**config.mk**
```make
export PLATFORM = sky130hd
export DESIGN_NAME = ppia_fifo
export DESIGN_NICKNAME = d
export VERILOG_FILES = /design/src/rtl/ppia_pkg.sv /design/src/rtl/ppia_fifo.sv
export SDC_FILE = /design/constraint.sdc
export NUM_CORES = 1
export LEC_CHECK = 0
export BUFFER_PORTS_ARGS = -buffer_cell sky130_fd_sc_hd__buf_2
export CORE_MARGIN = 5
export CORE_UTILIZATION = 55
export CTS_CLUSTER_DIAMETER = 150
export DETAILED_ROUTE_END_ITERATION = 8
export PLACE_DENSITY_LB_ADDON = 0.08
export SLEW_MARGIN = 30
export SYNTH_ARGS = -nofsm -noshare
export SYNTH_HDL_FRONTEND = slang
export SYNTH_SLANG_ARGS = --single-unit
```
**constraint.sdc**
```tcl
create_clock -name clk_i -period 6.2 [get_ports clk_i]
set_input_delay 0.31 -clock clk_i [delete_from_list [all_inputs] [get_ports clk_i]]
set_output_delay 0.31 -clock clk_i [all_outputs]
set_load 0.01 [all_outputs]
```
**src/rtl/ppia_pkg.sv**
```systemverilog
// Shared types and constants for the point-in-outline / shoelace area block.
// Used by every module under rtl/. No dependencies.
package ppia_pkg;

  localparam int CoordW      = 24;
  localparam int MaxVertices = 4096;
  localparam int MinVertices = 3;
  localparam int CountW      = $clog2(MaxVertices + 2);
  localparam int DiffW       = CoordW + 1;
  localparam int CrossW      = 2 * DiffW;
  localparam int ProdW       = 2 * CoordW;
  localparam int TermW       = ProdW + 1;
  localparam int SumW        = 61;
  localparam int AreaW       = 60;
  localparam int QDepth      = 4;
  localparam int PtrW        = $clog2(QDepth);
  localparam int LvlW        = $clog2(QDepth + 1);

  typedef logic signed [CoordW-1:0] coord_t;

  // One queued request: current vertex, previous and first vertex, probe, flags.
  typedef struct packed {
    coord_t cur_x;
    coord_t cur_y;
    coord_t prv_x;
    coord_t prv_y;
    coord_t fst_x;
    coord_t fst_y;
    coord_t prb_x;
    coord_t prb_y;
    logic   edge_en;
    logic   last;
    logic   few;
    logic   ovf;
  } entry_t;

  typedef struct packed {
    logic edge_en;
    logic last;
    logic few;
    logic ovf;
  } flags_t;

  // Edge from b to a, probe p.
  typedef struct packed {
    coord_t bx;
    coord_t by;
    coord_t ax;
    coord_t ay;
    coord_t px;
    coord_t py;
  } edge_ops_t;

  typedef struct packed {
    logic s1;
    logic s2;
    logic s3;
  } edge_ld_t;

  typedef struct packed {
    logic                    toggle;
    logic signed [TermW-1:0] term;
  } edge_res_t;

endpackage

```
**src/rtl/ppia_fifo.sv**
```systemverilog
// Short request queue between front and back end.
// Depends on ppia_pkg.
module ppia_fifo (
  input  logic                        clk_i,
  input  logic                        rst_ni,
  input  logic                        push_i,
  input  ppia_pkg::entry_t            push_data_i,
  output logic                        full_o,
  input  logic                        pop_i,
  output logic                        pop_valid_o,
  output ppia_pkg::entry_t            pop_data_o,
  output logic [ppia_pkg::LvlW-1:0]   level_o
);
  import ppia_pkg::*;

  entry_t          slot_q [QDepth];
  logic [PtrW-1:0] wr_q, wr_d, rd_q, rd_d;
  logic [LvlW-1:0] lvl_q, lvl_d;

  assign full_o      = (lvl_q == LvlW'(QDepth));
  assign pop_valid_o = (lvl_q != '0);
  assign pop_data_o  = slot_q[rd_q];
  assign level_o     = lvl_q;

  always_comb begin
    wr_d  = wr_q;
    rd_d  = rd_q;
    lvl_d = lvl_q;
    if (push_i) begin
      wr_d = (wr_q == PtrW'(QDepth - 1)) ? '0 : wr_q + 1'b1;
    end
    if (pop_i) begin
      rd_d = (rd_q == PtrW'(QDepth - 1)) ? '0 : rd_q + 1'b1;
    end
    case ({push_i, pop_i})
      2'b10:   lvl_d = lvl_q + 1'b1;
      2'b01:   lvl_d = lvl_q - 1'b1;
      default: lvl_d = lvl_q;
    endcase
  end

  always_ff @(posedge clk_i or negedge rst_ni) begin
    if (!rst_ni) begin
      wr_q  <= '0;
      rd_q  <= '0;
      lvl_q <= '0;
    end else begin
      wr_q  <= wr_d;
      rd_q  <= rd_d;
      lvl_q <= lvl_d;
    end
  end

  always_ff @(posedge clk_i) begin
    if (push_i) begin
      slot_q[wr_q] <= push_data_i;
    end
  end

endmodule

```
# Word-level counts from Yosys, hierarchy flattened
# Memories as Yosys holds them, arrays and structs flattened.
# Index checks and enable logic that the tools add are counted.
dict set report op_classes {
  n_addsub 4
  eq_ne 5
  mux 5
  n_reduce_logical 2
}
# op count
set ops {}
lappend ops {{2-bit equality test, second input constant} 3}
lappend ops {{3-bit case mux with 2 select lines} 1}
lappend ops {{2-bit by 1-bit adder with 2-bit output, second input constant} 2}
lappend ops {{2-bit 2-to-1 mux} 2}
lappend ops {{3-bit by 1-bit adder with 3-bit output, second input constant} 1}
lappend ops {{3-bit equality test, second input constant} 1}
lappend ops {{3-bit nonzero test} 1}
lappend ops {{3-bit by 1-bit subtractor with 3-bit output, second input constant} 1}
lappend ops {{2-bit by 1-bit equality test with 1-bit output, second input constant} 1}
lappend ops {{1-bit 2-to-1 mux} 2}
lappend ops {{2-bit nonzero test} 1}
dict set report word_totals {
  register_bits 7
  ram_bits 784
  input_bits 200
  out_inout_bits 201
  elab_cells 20
  memories 1
}
# memory depth word_bits read_ports rd_ports_with_merged_regs write_ports line
set memory_table {}
lappend memory_table {slot_q 4 196 1 0 1 ppia_fifo.sv:16} ;# entry_t slot_q [QDepth];

# Depth between registers and ports, before layout
dict set report logic_depth {
  depth_word 2
  ltp_mapped 7
}

# Worst setup path after synthesis
# OpenSTA, ideal clock, no wires.
dict set report synth_path {
  kind {reg-to-reg}
  start {register wr_q[0]}
  end {memory slot_q[2][0] (netlist name), enable pin}
  setup_time_ns 0.580
  arrival_ns 5.074
  required_ns 5.620
  setup_slack_ns 0.546
  path_stages_with_launch 4
  n_path_buf 0
  period_less_slack_ns 5.654
  path_cell_list {dfrtp_1 -> inv_1 -> ha_1 -> and2_1}
}
# element line
set synth_rtl {}
lappend synth_rtl {{from (decl)} ppia_fifo.sv:17} ;# logic [PtrW-1:0] wr_q, wr_d, rd_q, rd_d;
lappend synth_rtl {{from (signal assigned)} ppia_fifo.sv:48} ;# wr_q <= wr_d;
lappend synth_rtl {{to (decl)} ppia_fifo.sv:16}
# Straight into the memory's write port.

==> impl_metrics.yaml <==
cts:
  cts_tree: "done"
  cts_max_level: 3
  cts_buffers: 79
  cts_root_buf: "clkbuf_16"
  cts_buffer_depth: 3
  clkSinkCount: 791
  clk_latency_ns: 0.60
  clk_pin_slew_worst_paths_ns: 0.06
  cts_resized: 0
setup_path:
  path_depth: 3
  setup.worst_path.end: "pop_data_o[195]"
  reg2reg_slack_ns: 3.69
  path_delay_family: "flip-flops"
  crit_start: "rd_q[0]"
  critical-path-max-stage-delay_ns: 0.81
  reg2reg_to: "slot_q[2][175]"
  slowest_stage: "dfrtp_4"
  path_buf_inv: 2
  path_cells: "buf_12 -> mux4_2 -> buf_2"
  reg2reg_depth: 4
  arrival_ns: 2.90
  cp.required_ns: 5.89
  cp_max_fo: 80
  r2r_start: "wr_q[0]"
  setup.worst_path.start_class: "flop"
  crit_type: "flop to output port"
  end_kind: "output port"
detailed_routing:
  drtIter0Drc: 863
  post_drt_via_cell_ratio: 5.528
  ant_nets: 0
  routed_wl_mm: 58.61
  firstDrtPassIters: 4
  vias: 13600
  wl_per_cell_um: 23.83
  drc_errors: 0
sta:
  hold_viol_final: 0
  setup_tns_ns: 0
  timing.final.ws_setup_ns: 2.994
  period_needed_ns: 3.206
  worstMarginPinSlew_ns: 0.9080
  rsz0062_at_grt: "no"
  fmax_mhz: 311.9
  finClkSkew_ns: 0.008059
  slew-limit-headroom: 0.3947
  timing.final.crit_share: 0.5170
  setup_violations: 0
  report.final.slew_viol_count: 0
global_routing:
  grt_pass1_wl_mm: 88.23
  grt_max_degree: 132
  grt_pass1_vias: 14360
  overflow: 0
  track_usage: 0.2062
  antenna_found_initial: 2
layout:
  area_delta_synth_final_pct: 25.46
  utilization: 0.6985
  final_cell_mix: "edfxtp_1, buf_2, dlygate4sd3_1, mux4_2, clkbuf_16"
  drive_gt1_frac: 0.4102
  layout_commonest_cell: "edfxtp_1"
  num-nets-final: 1921
power_and_ir_drop:
  ir_drop_v: 0.0003377
  p_per_area_mw_per_mm2: 451.5
  combPwrFrac: 0.282
  p_clk_frac: 0.282
  internal-power_w: 0.01162
  power.total_w: 0.01625
  share_seq_of_total_power: 0.436
  swShare: 0.2846
  power_leakage_nw: 12.40
  switchingPower_w: 0.004624
synthesis:
  synth_area_leader_cell: "edfxtp_1"
  ys.warnings.count: 0
  syn_avg_cell_area_um2: 26.98
  synth_area_leaders: "edfxtp_1, mux4_2, dfrtp_1, buf_6, buf_2"
  synth_cells: 1063
  seq_area_frac_synth: 0.8270
  synth.distinct_cells: 18
  netlist.area_leader.share: 0.8209
  syn_nets: 1270
  ys_ff_latch: 791
  syn_area_mm2: 0.02868
die:
  fp.dieW_um: 238.4
  placementRows: 83
  dieArea_mm2: 0.05681
  start_util: 0.5568
  core-area_mm2: 0.05151
  ioPinCount: 401
  die_y_um: 238.4
placement:
  post-dp-hpwl_mm: 34.05
  place.gp.congestion: 0.7335
  post-place-ws_ns: 3.540
  numPortBuffers: 400
job:
  maxCapViolations: 0
run_status:
  outcome: "finished clean"
hold_path:
  hold_path_class: "input pin to flop"
  hold_depth: 2
-- how the worst min path moves through the flow --
stage,startpoint,endpoint
floorplan,rst_ni,level_o[0]
global placement,rst_ni,level_o[2]
detailed placement,rst_ni,level_o[2]
CTS,pop_i,rd_q[1]
global route,pop_i,rd_q[1]
finish,pop_i,rd_q[1]
-- flip-flops by register name, indices dropped and copies added, names as in the netlist --
| signal | cells |
|---|---|
| wr_q | 2 |
| slot_q | 784 |
| level_o | 3 |
| rd_q | 2 |
-- power by group through the flow --
| stage | Sequential (W) | Combinational, W | Clock (W) |
|---|---|---|---|
| floorplan | 0.00726 | 0.00294 | 0 |
| global placement | 0.00715 | 0.00459 | 0 |
| detailed placement | 0.00720 | 0.00459 | 0 |
| CTS | 0.00709 | 0.00472 | 0.00468 |
| global route | 0.00715 | 0.00492 | 0.00493 |
| finish | 0.00708 | 0.00459 | 0.00458 |
-- cell families (layout without fill, tap and decap cells) --
family	count (synthesis)	in the layout	share of synthesized area
DFF	791	791	0.8270
muxes	198	198	0.1547
buffers and inverters	50	764	0.01147
and+or+nand+nor	11	11	0.002051
adders and majority gates	7	7	0.003316
AOI/OAI and AO/OA	3	3	0.0005234
xor gates and xnor gates	3	3	0.0009164
other	0	3	0
-- worst reg2reg max path, delay by kind of cell (launching register included) --
| family | cells | cell delay, ns |
|---|---|---|
| buf+inv | 2 | 0.89 |
| flops | 1 | 0.41 |
| fa+ha+maj | 1 | 0.15 |
| simple gates | 1 | 0.65 |
-- per-stage QoR --
stage	instances	hold WS, ns	area, µm²
after floorplan	1063	0.01441	28680
after global placement	2113	0.1827	31440
after detailed placement	2115	0.1890	31480
after CTS	2457	0.03430	35970
after global routing	2458	0.06773	35980
final	2460	0.07691	35980
-- final cells by class --
class                           instances  area [µm²]
Timing Repair Buffer                  614        4220
Tap cell                              680       850.8
Antenna cell                            3       7.507
Clock buffer                          106        2203
Multi-Input combinational cell        222        4642
Inverter                                6       22.52
Clock inverter                         38       309.0
Sequential cell                       791       23730
Fill cell                            3213       15530
-- routing by layer --
metal,part of all wire,vias to the layer above,global-route usage
met3,0.067,96,0.05490
met4,0.026,0,0.06278
met1,0.41,7179,0.2870
met5,0,-,0
met2,0.50,389,0.3290
li1,-,5935,-
-- cell usage after synthesis --
| cell | number |
|---|---|
| and2_1 | 4 |
| dfrtp_1 | 7 |
| xnor2_1 | 1 |
| mux4_2 | 196 |
| o21ai_0 | 3 |
| mux2_2 | 2 |
| nand2_1 | 2 |
| ha_1 | 6 |
| edfxtp_1 | 784 |
| nor2_1 | 2 |
| buf_2 | 23 |
| xor2_1 | 2 |
| and3_1 | 1 |
| clkbuf_1 | 6 |
| fa_1 | 1 |
| or3_1 | 2 |
| buf_6 | 15 |
| inv_1 | 6 |
-- repair_timing --
item / 4_1_cts / 5_1_grt
buffers inserted: 0 / 0
hold buffers: 198 / 0
hold endpoints to repair: 793 / 0
Power figures use the tool's default switching activity.
