### config.mk
export PLATFORM = sky130hd
export DESIGN_NAME = ppia_front
export DESIGN_NICKNAME = d
export VERILOG_FILES = /design/src/rtl/ppia_pkg.sv /design/src/rtl/ppia_front.sv
export SDC_FILE = /design/constraint.sdc
export NUM_CORES = 1
export LEC_CHECK = 0
export BUFFER_PORTS_ARGS = -buffer_cell sky130_fd_sc_hd__buf_2
export CORE_ASPECT_RATIO = 2
export CORE_MARGIN = 8
export CORE_UTILIZATION = 49
export DETAILED_ROUTE_END_ITERATION = 8
export GPL_TIMING_DRIVEN = 1
export PLACE_DENSITY = 0.95
export SETUP_SLACK_MARGIN = 0.2
export SYNTH_ARGS = -nofsm -noshare
export SYNTH_HDL_FRONTEND = slang
export SYNTH_SLANG_ARGS = --single-unit
### constraint.sdc
create_clock -name clk_i -period 16.49 [get_ports clk_i]
set_input_delay 3.298 -clock clk_i [delete_from_list [all_inputs] [get_ports clk_i]]
set_output_delay 3.298 -clock clk_i [all_outputs]
set_load 0.01 [all_outputs]
### src/rtl/ppia_pkg.sv
// Shared types and constants for the point-in-outline / shoelace area block.
// Used by every module under rtl/. No dependencies.
package ppia_pkg;

  localparam int CoordW      = 24;
  localparam int MaxVertices = 4096;
  localparam int MinVertices = 3;
  localparam int CountW      = $clog2(MaxVertices + 2);
  localparam int DiffW       = CoordW + 1;
  localparam int CrossW      = 2 * DiffW;
  localparam int ProdW       = 2 * CoordW;
  localparam int TermW       = ProdW + 1;
  localparam int SumW        = 61;
  localparam int AreaW       = 60;
  localparam int QDepth      = 4;
  localparam int PtrW        = $clog2(QDepth);
  localparam int LvlW        = $clog2(QDepth + 1);

  typedef logic signed [CoordW-1:0] coord_t;

  // One queued request: current vertex, previous and first vertex, probe, flags.
  typedef struct packed {
    coord_t cur_x;
    coord_t cur_y;
    coord_t prv_x;
    coord_t prv_y;
    coord_t fst_x;
    coord_t fst_y;
    coord_t prb_x;
    coord_t prb_y;
    logic   edge_en;
    logic   last;
    logic   few;
    logic   ovf;
  } entry_t;

  typedef struct packed {
    logic edge_en;
    logic last;
    logic few;
    logic ovf;
  } flags_t;

  // Edge from b to a, probe p.
  typedef struct packed {
    coord_t bx;
    coord_t by;
    coord_t ax;
    coord_t ay;
    coord_t px;
    coord_t py;
  } edge_ops_t;

  typedef struct packed {
    logic s1;
    logic s2;
    logic s3;
  } edge_ld_t;

  typedef struct packed {
    logic                    toggle;
    logic signed [TermW-1:0] term;
  } edge_res_t;

endpackage

### src/rtl/ppia_front.sv
// Front end: takes vertices, tracks outline position and overflow, queues edge work.
// Depends on ppia_pkg.
module ppia_front (
  input  logic             clk_i,
  input  logic             rst_ni,
  input  logic             in_valid_i,
  output logic             in_stall_o,
  input  ppia_pkg::coord_t vertex_along_i,
  input  ppia_pkg::coord_t vertex_across_i,
  input  ppia_pkg::coord_t probe_along_i,
  input  ppia_pkg::coord_t probe_across_i,
  input  logic             last_vertex_i,
  output logic             push_o,
  output ppia_pkg::entry_t push_data_o,
  input  logic             full_i
);
  import ppia_pkg::*;

  logic [CountW-1:0] cnt_q, cnt_d, cnt_n;
  logic              ovf_q, ovf_d, ovf_n;
  coord_t            fst_x_q, fst_y_q, prv_x_q, prv_y_q, prb_x_q, prb_y_q;
  logic              take, capture, edge_en;

  assign in_stall_o = full_i;
  assign take       = in_valid_i && !full_i;

  always_comb begin
    capture = 1'b0;
    edge_en = 1'b0;
    cnt_n   = cnt_q;
    ovf_n   = ovf_q;
    if (!ovf_q) begin
      capture = (cnt_q == '0);
      edge_en = (cnt_q != '0) && (cnt_q < CountW'(MaxVertices));
      cnt_n   = cnt_q + 1'b1;
      ovf_n   = (cnt_n > CountW'(MaxVertices));
    end
  end

  always_comb begin
    cnt_d = cnt_q;
    ovf_d = ovf_q;
    if (take) begin
      if (last_vertex_i) begin
        cnt_d = '0;
        ovf_d = 1'b0;
      end else begin
        cnt_d = cnt_n;
        ovf_d = ovf_n;
      end
    end
  end

  always_ff @(posedge clk_i or negedge rst_ni) begin
    if (!rst_ni) begin
      cnt_q <= '0;
      ovf_q <= 1'b0;
    end else begin
      cnt_q <= cnt_d;
      ovf_q <= ovf_d;
    end
  end

  always_ff @(posedge clk_i) begin
    if (take && capture) begin
      fst_x_q <= vertex_along_i;
      fst_y_q <= vertex_across_i;
      prb_x_q <= probe_along_i;
      prb_y_q <= probe_across_i;
    end
    if (take && !ovf_n) begin
      prv_x_q <= vertex_along_i;
      prv_y_q <= vertex_across_i;
    end
  end

  // Only edges and outline ends need the back end.
  assign push_o = take && (edge_en || last_vertex_i);

  always_comb begin
    push_data_o.cur_x   = vertex_along_i;
    push_data_o.cur_y   = vertex_across_i;
    push_data_o.prv_x   = prv_x_q;
    push_data_o.prv_y   = prv_y_q;
    push_data_o.fst_x   = fst_x_q;
    push_data_o.fst_y   = fst_y_q;
    push_data_o.prb_x   = prb_x_q;
    push_data_o.prb_y   = prb_y_q;
    push_data_o.edge_en = edge_en;
    push_data_o.last    = last_vertex_i;
    push_data_o.ovf     = ovf_n;
    push_data_o.few     = !ovf_n && (cnt_n < CountW'(MinVertices));
  end

endmodule

[Yosys cells after proc, flatten, opt, wreduce, memory -nomap -nowiden]
Index checks and enable logic that the tools add are counted.
Storage, ports and cells
  bits in registers: 158
  bits in latches: 0
  memory bits (writable): 0
  bits in read-only memories: 0
  input bits: 101
  output and inout port bits: 198
  word-level logic and storage cells: 29
  memories kept: 0
Cells by class
  add/sub/neg operators: 1
  multiply operators: 0
  divide/modulo/power cells: 0
  magnitude comparators: 3
  eq/ne operators: 0
  shifts and indexed selects: 0
  mux-type cells: 6
  bitwise gates (word level): 0
  reductions and logical operators: 11
Operator list (count)
  13-bit two-way mux: 2
  13-bit by 1-bit adder with 13-bit output, second input constant: 1
  13-bit greater-than comparator, second input constant: 1
  13-bit zero test: 1
  13-bit less-than comparator, second input constant: 1
  13-bit by 2-bit less-than comparator with 1-bit output, second input constant: 1
  13-bit nonzero test: 1
  1-bit logical AND: 6
  1-bit two-way mux: 4
  1-bit zero test: 2
  1-bit logical OR: 1

[Logic depth before layout (Yosys ltp)]
  depth in word-level cells: 5
  mapped depth: 8
  gate-level depth less buffers: 7

[Least setup slack after synthesis]
Ideal clock, no wire load.
  kind: input-to-reg
  from: input port full_i
  to: register fst_x_q[0], enable pin
  library setup time: 0.668 ns
  data arrival time: 10.286 ns
  required time: 15.822 ns
  path slack: 5.536 ns
  cell stages on the path: 4
  path buffers: 2
  cells stage by stage: nand2b_1 > clkbuf_1 > clkbuf_1 > nor3_1
Between the ends
  cells in the longest elaborated chain, start to end: 3
Ends and longest elaborated chain
  start, declared: line ppia_front.sv:15  | input logic full_i
  1-bit zero test: line ppia_front.sv:25  | assign take = in_valid_i && !full_i;
  1-bit logical AND: line ppia_front.sv:25
  1-bit logical AND: line ppia_front.sv:65  | if (take && capture) begin
  end signal, assigned: line ppia_front.sv:66  | fst_x_q <= vertex_along_i;
  end, declared: line ppia_front.sv:21  | coord_t fst_x_q, fst_y_q, prv_x_q, prv_y_q, prb_x_q, prb_y_q;
Every way passes these cells.
A chain may end at the register's enable or synchronous reset.

[Worst setup path in the final report]
  from: input port full_i
  to: output port push_o
Between the ends
  cells in the longest elaborated chain, start to end: 3
Ends and longest elaborated chain
  1-bit zero test: line ppia_front.sv:25
  1-bit logical AND: line ppia_front.sv:25
  1-bit logical AND: line ppia_front.sv:78  | assign push_o = take && (edge_en || last_vertex_i);
  end, declared: line ppia_front.sv:13  | output logic push_o,
Every way passes these cells.

==> metrics.md <==
| Metric | Value |
|---|---|
| Tmin final | `7520 ps` |
| Most common cell on crit path | `buf_2` |
| Worst clock skew | `12.5 ps` |
| Clock root cell | `clkbuf_16` |
| Sequential cell area fraction in the yosys report | `78.7%` |
| Most common cell in the netlist | `edfxtp_1` |
| Reg2Reg Setup Slack | `13490 ps` |
| Die X | `93.9 µm` |
| Syn. warnings | `0` |
| Max-slew violations | `0` |
| First-pass iteration count of the detailed router | `4` |
| CTS H-Tree Depth | `4` |
| GR Overflow Total | `0` |
| Seq cells post-synth | `158` |
| Hold Path Class | `reg -> reg` |
| Routed length per placed instance | `21.7 µm` |
| Leakage | `0.00322 µW` |
| Clock tree buffer depth | `2` |
| Top cells by area, synth | `edfxtp_1 73%, buf_4 6.6%, dfrtp_1 5.9%` |
| CP max stage delay | `460 ps` |
| Placed cell count | `736` |
| First-pass GRT wire length | `24.2 mm` |
| Post-synth EDFFs | `144` |
| CTS resizes | `0` |
| Synthesized area per cell | `16.6 µm²` |
| Setup_tns | `0 ps` |
| CP Capture Type | `primary output` |
| Pwr dens | `120 nW/µm²` |
| CP max FO | `19` |
| Net Count, Synth | `461` |
| DRT Wirelength | `16.7 mm` |
| Peak Freq | `133 MHz` |
| Netlist cell types | `47` |
| Post-synth top area share | `72.8%` |
| I/O Pins | `299` |
| CTS tree | `built` |
| Ys flop type | `edfxtp_1` |
| Total track usage | `20.5%` |
| Top delay family on crit path | `simple AND/OR/NAND/NOR gates` |
| Vias | `4030` |
| Via/cell ratio | `5.23` |
| Worst path buffer plus inverter count | `2` |
| Synth top cells by count | `144 x edfxtp_1, 52 x buf_4, 21 x nor2_1, 16 x o21ai_0` |
| Relative slew slack | `51.6%` |
| Fin cells | `770` |
| Actual slew at the worst max-slew pin | `726 ps` |
| Setup bufs post-CTS | `0` |
| Die Height | `172 µm` |
| DRC viols | `0` |
| Clk_lat worst skew | `410 ps` |
| Initial antenna violation count | `10` |
| Data required, critical path | `13190 ps` |
| Synthesis-to-layout area growth | `30.8%` |
| DRC violation total after the first TritonRoute iteration | `278` |
| Final Hold Viols | `0` |
| Starting density of the core | `49.6%` |
| Vias in the first global route | `4187` |
| Die area | `16100 µm²` |
| Share of post-route cells with drive strength above 1 | `54.8%` |
| Placeable Area | `12000 µm²` |
| TritonCTS Buffers | `17` |
| Hold-fix buffers, CTS | `0` |
| # nets final | `712` |
| Final period util | `45.6%` |
| Worst EP arrival | `4220 ps` |
| Max-cap violation count | `0` |
| Port Buf Inserts | `298` |
| Outcome | `finished clean` |
| Biggest area consumer among synthesized cells | `edfxtp_1` |
| Peak supply drop | `0.0000888 V` |
| Crit-path cells | `buf_2, nand2b_1, nor2_1, buf_2` |
| Netlist Area Pre-Place | `5940 µm²` |
| Number of cell rows | `57` |
| RSZ-0062 raised after global routing | `false` |
| Startpoint types | `input pin` |
| HPWL Detailed | `13.1 mm` |
| WHS | `632 ps` |
| RePlAce Congestion | `0.875` |
| Critical path class | `in -> out` |
| Fraction of registers with async set/reset | `8.86%` |
| FF+latch area | `4670 µm²` |
| Cells after Synth | `357` |
| Sink Count | `158` |
| Post-layout util | `64.9%` |
| Worst setup margin | `8970 ps` |
| Slowest-stage cell, CP | `nand2b_1` |
| Largest net degree at the start of global routing | `53` |
| Final setup vio count | `0` |
| Antenna-violating nets left | `0` |
| Multi-input logic area | `792 µm²` |
| Fill count | `872` |
| Dpl ws | `8980 ps` |
| CTS clk-pin slew, worst paths | `60 ps` |
## sequential cells by signal, summed over array words and instances, names as in the netlist
name     flops
cnt_q       13
fst_x_q     24
fst_y_q     24
ovf_q        1
prb_x_q     24
prb_y_q     24
prv_x_q     24
prv_y_q     24
## stage by stage
step	total power, µW	area (µm²)
detailed placement	562	7180
global route	965	7770
floorplan	525	5940
CTS	942	7760
finish	933	7770
global placement	557	7180
## cells in the final DEF (no fill, tap or decap), types with 4 or more instances in the layout
| master | n |
|---|---|
| buf_2 | 298 |
| edfxtp_1 | 144 |
| nor2_1 | 20 |
| clkbuf_16 | 17 |
| o21ai_0 | 16 |
| nand2_1 | 14 |
| dfrtp_1 | 14 |
| nand4_1 | 6 |
| inv_1 | 5 |
| nor3_1 | 5 |
| nand3_1 | 5 |
| xnor2_1 | 5 |
| inv_6 | 5 |
| a31oi_1 | 4 |
| o31ai_1 | 4 |
## routing by layer
| metal | global-route usage, % | vias to the layer above | routed length, µm |
|---|---|---|---|
| met5 | 0 | - | 102 |
| met4 | 5.49 | 14 | 171 |
| met3 | 13.0 | 25 | 2710 |
| met2 | 32.5 | 326 | 7810 |
| met1 | 22.1 | 1875 | 5930 |
| li1 | - | 1790 | - |
## layout make-up
| cell class | instances | share of cell area (%) |
|---|---|---|
| flip-flops and latches | 158 | 60.1 |
| repair buffers | 301 | 19.5 |
| multi-input cells | 125 | 10.2 |
| clock buffers | 18 | 5.52 |
| well taps | 147 | 2.37 |
| clock inverters | 13 | 1.96 |
| inverters | 5 | 0.241 |
| diodes | 3 | 0.0966 |
## power breakdown
part / switching (µW) / internal (µW)
Combinational: 51.5 / 32.7
Clock: 155 / 226
Sequential: 9.54 / 459
Total: 216 / 717
## cells by family after synthesis
logic type      after synthesis  synth area share [%]
xor+xnor                      7                  1.03
compound gates               41                  4.57
flops                       158                  78.7
buf+inv                      74                  8.21
fa+ha+maj                     3                 0.632
simple gates                 70                  6.17
mux                           4                 0.716
## path summary, 6_finish.rpt
| kind | start | end | depth (start not counted) |
|---|---|---|---|
| max | full_i | push_o | 4 |
| min | cnt_q[8] | cnt_q[8] | 1 |
| max reg2reg | cnt_q[4] | prv_x_q[20] | 7 |
| min reg2reg | cnt_q[8] | cnt_q[8] | 1 |
| max in group asynchronous | rst_ni | cnt_q[5] | 1 |
| min in group asynchronous | rst_ni | cnt_q[2] | 1 |
Power figures use the tool's default switching activity.
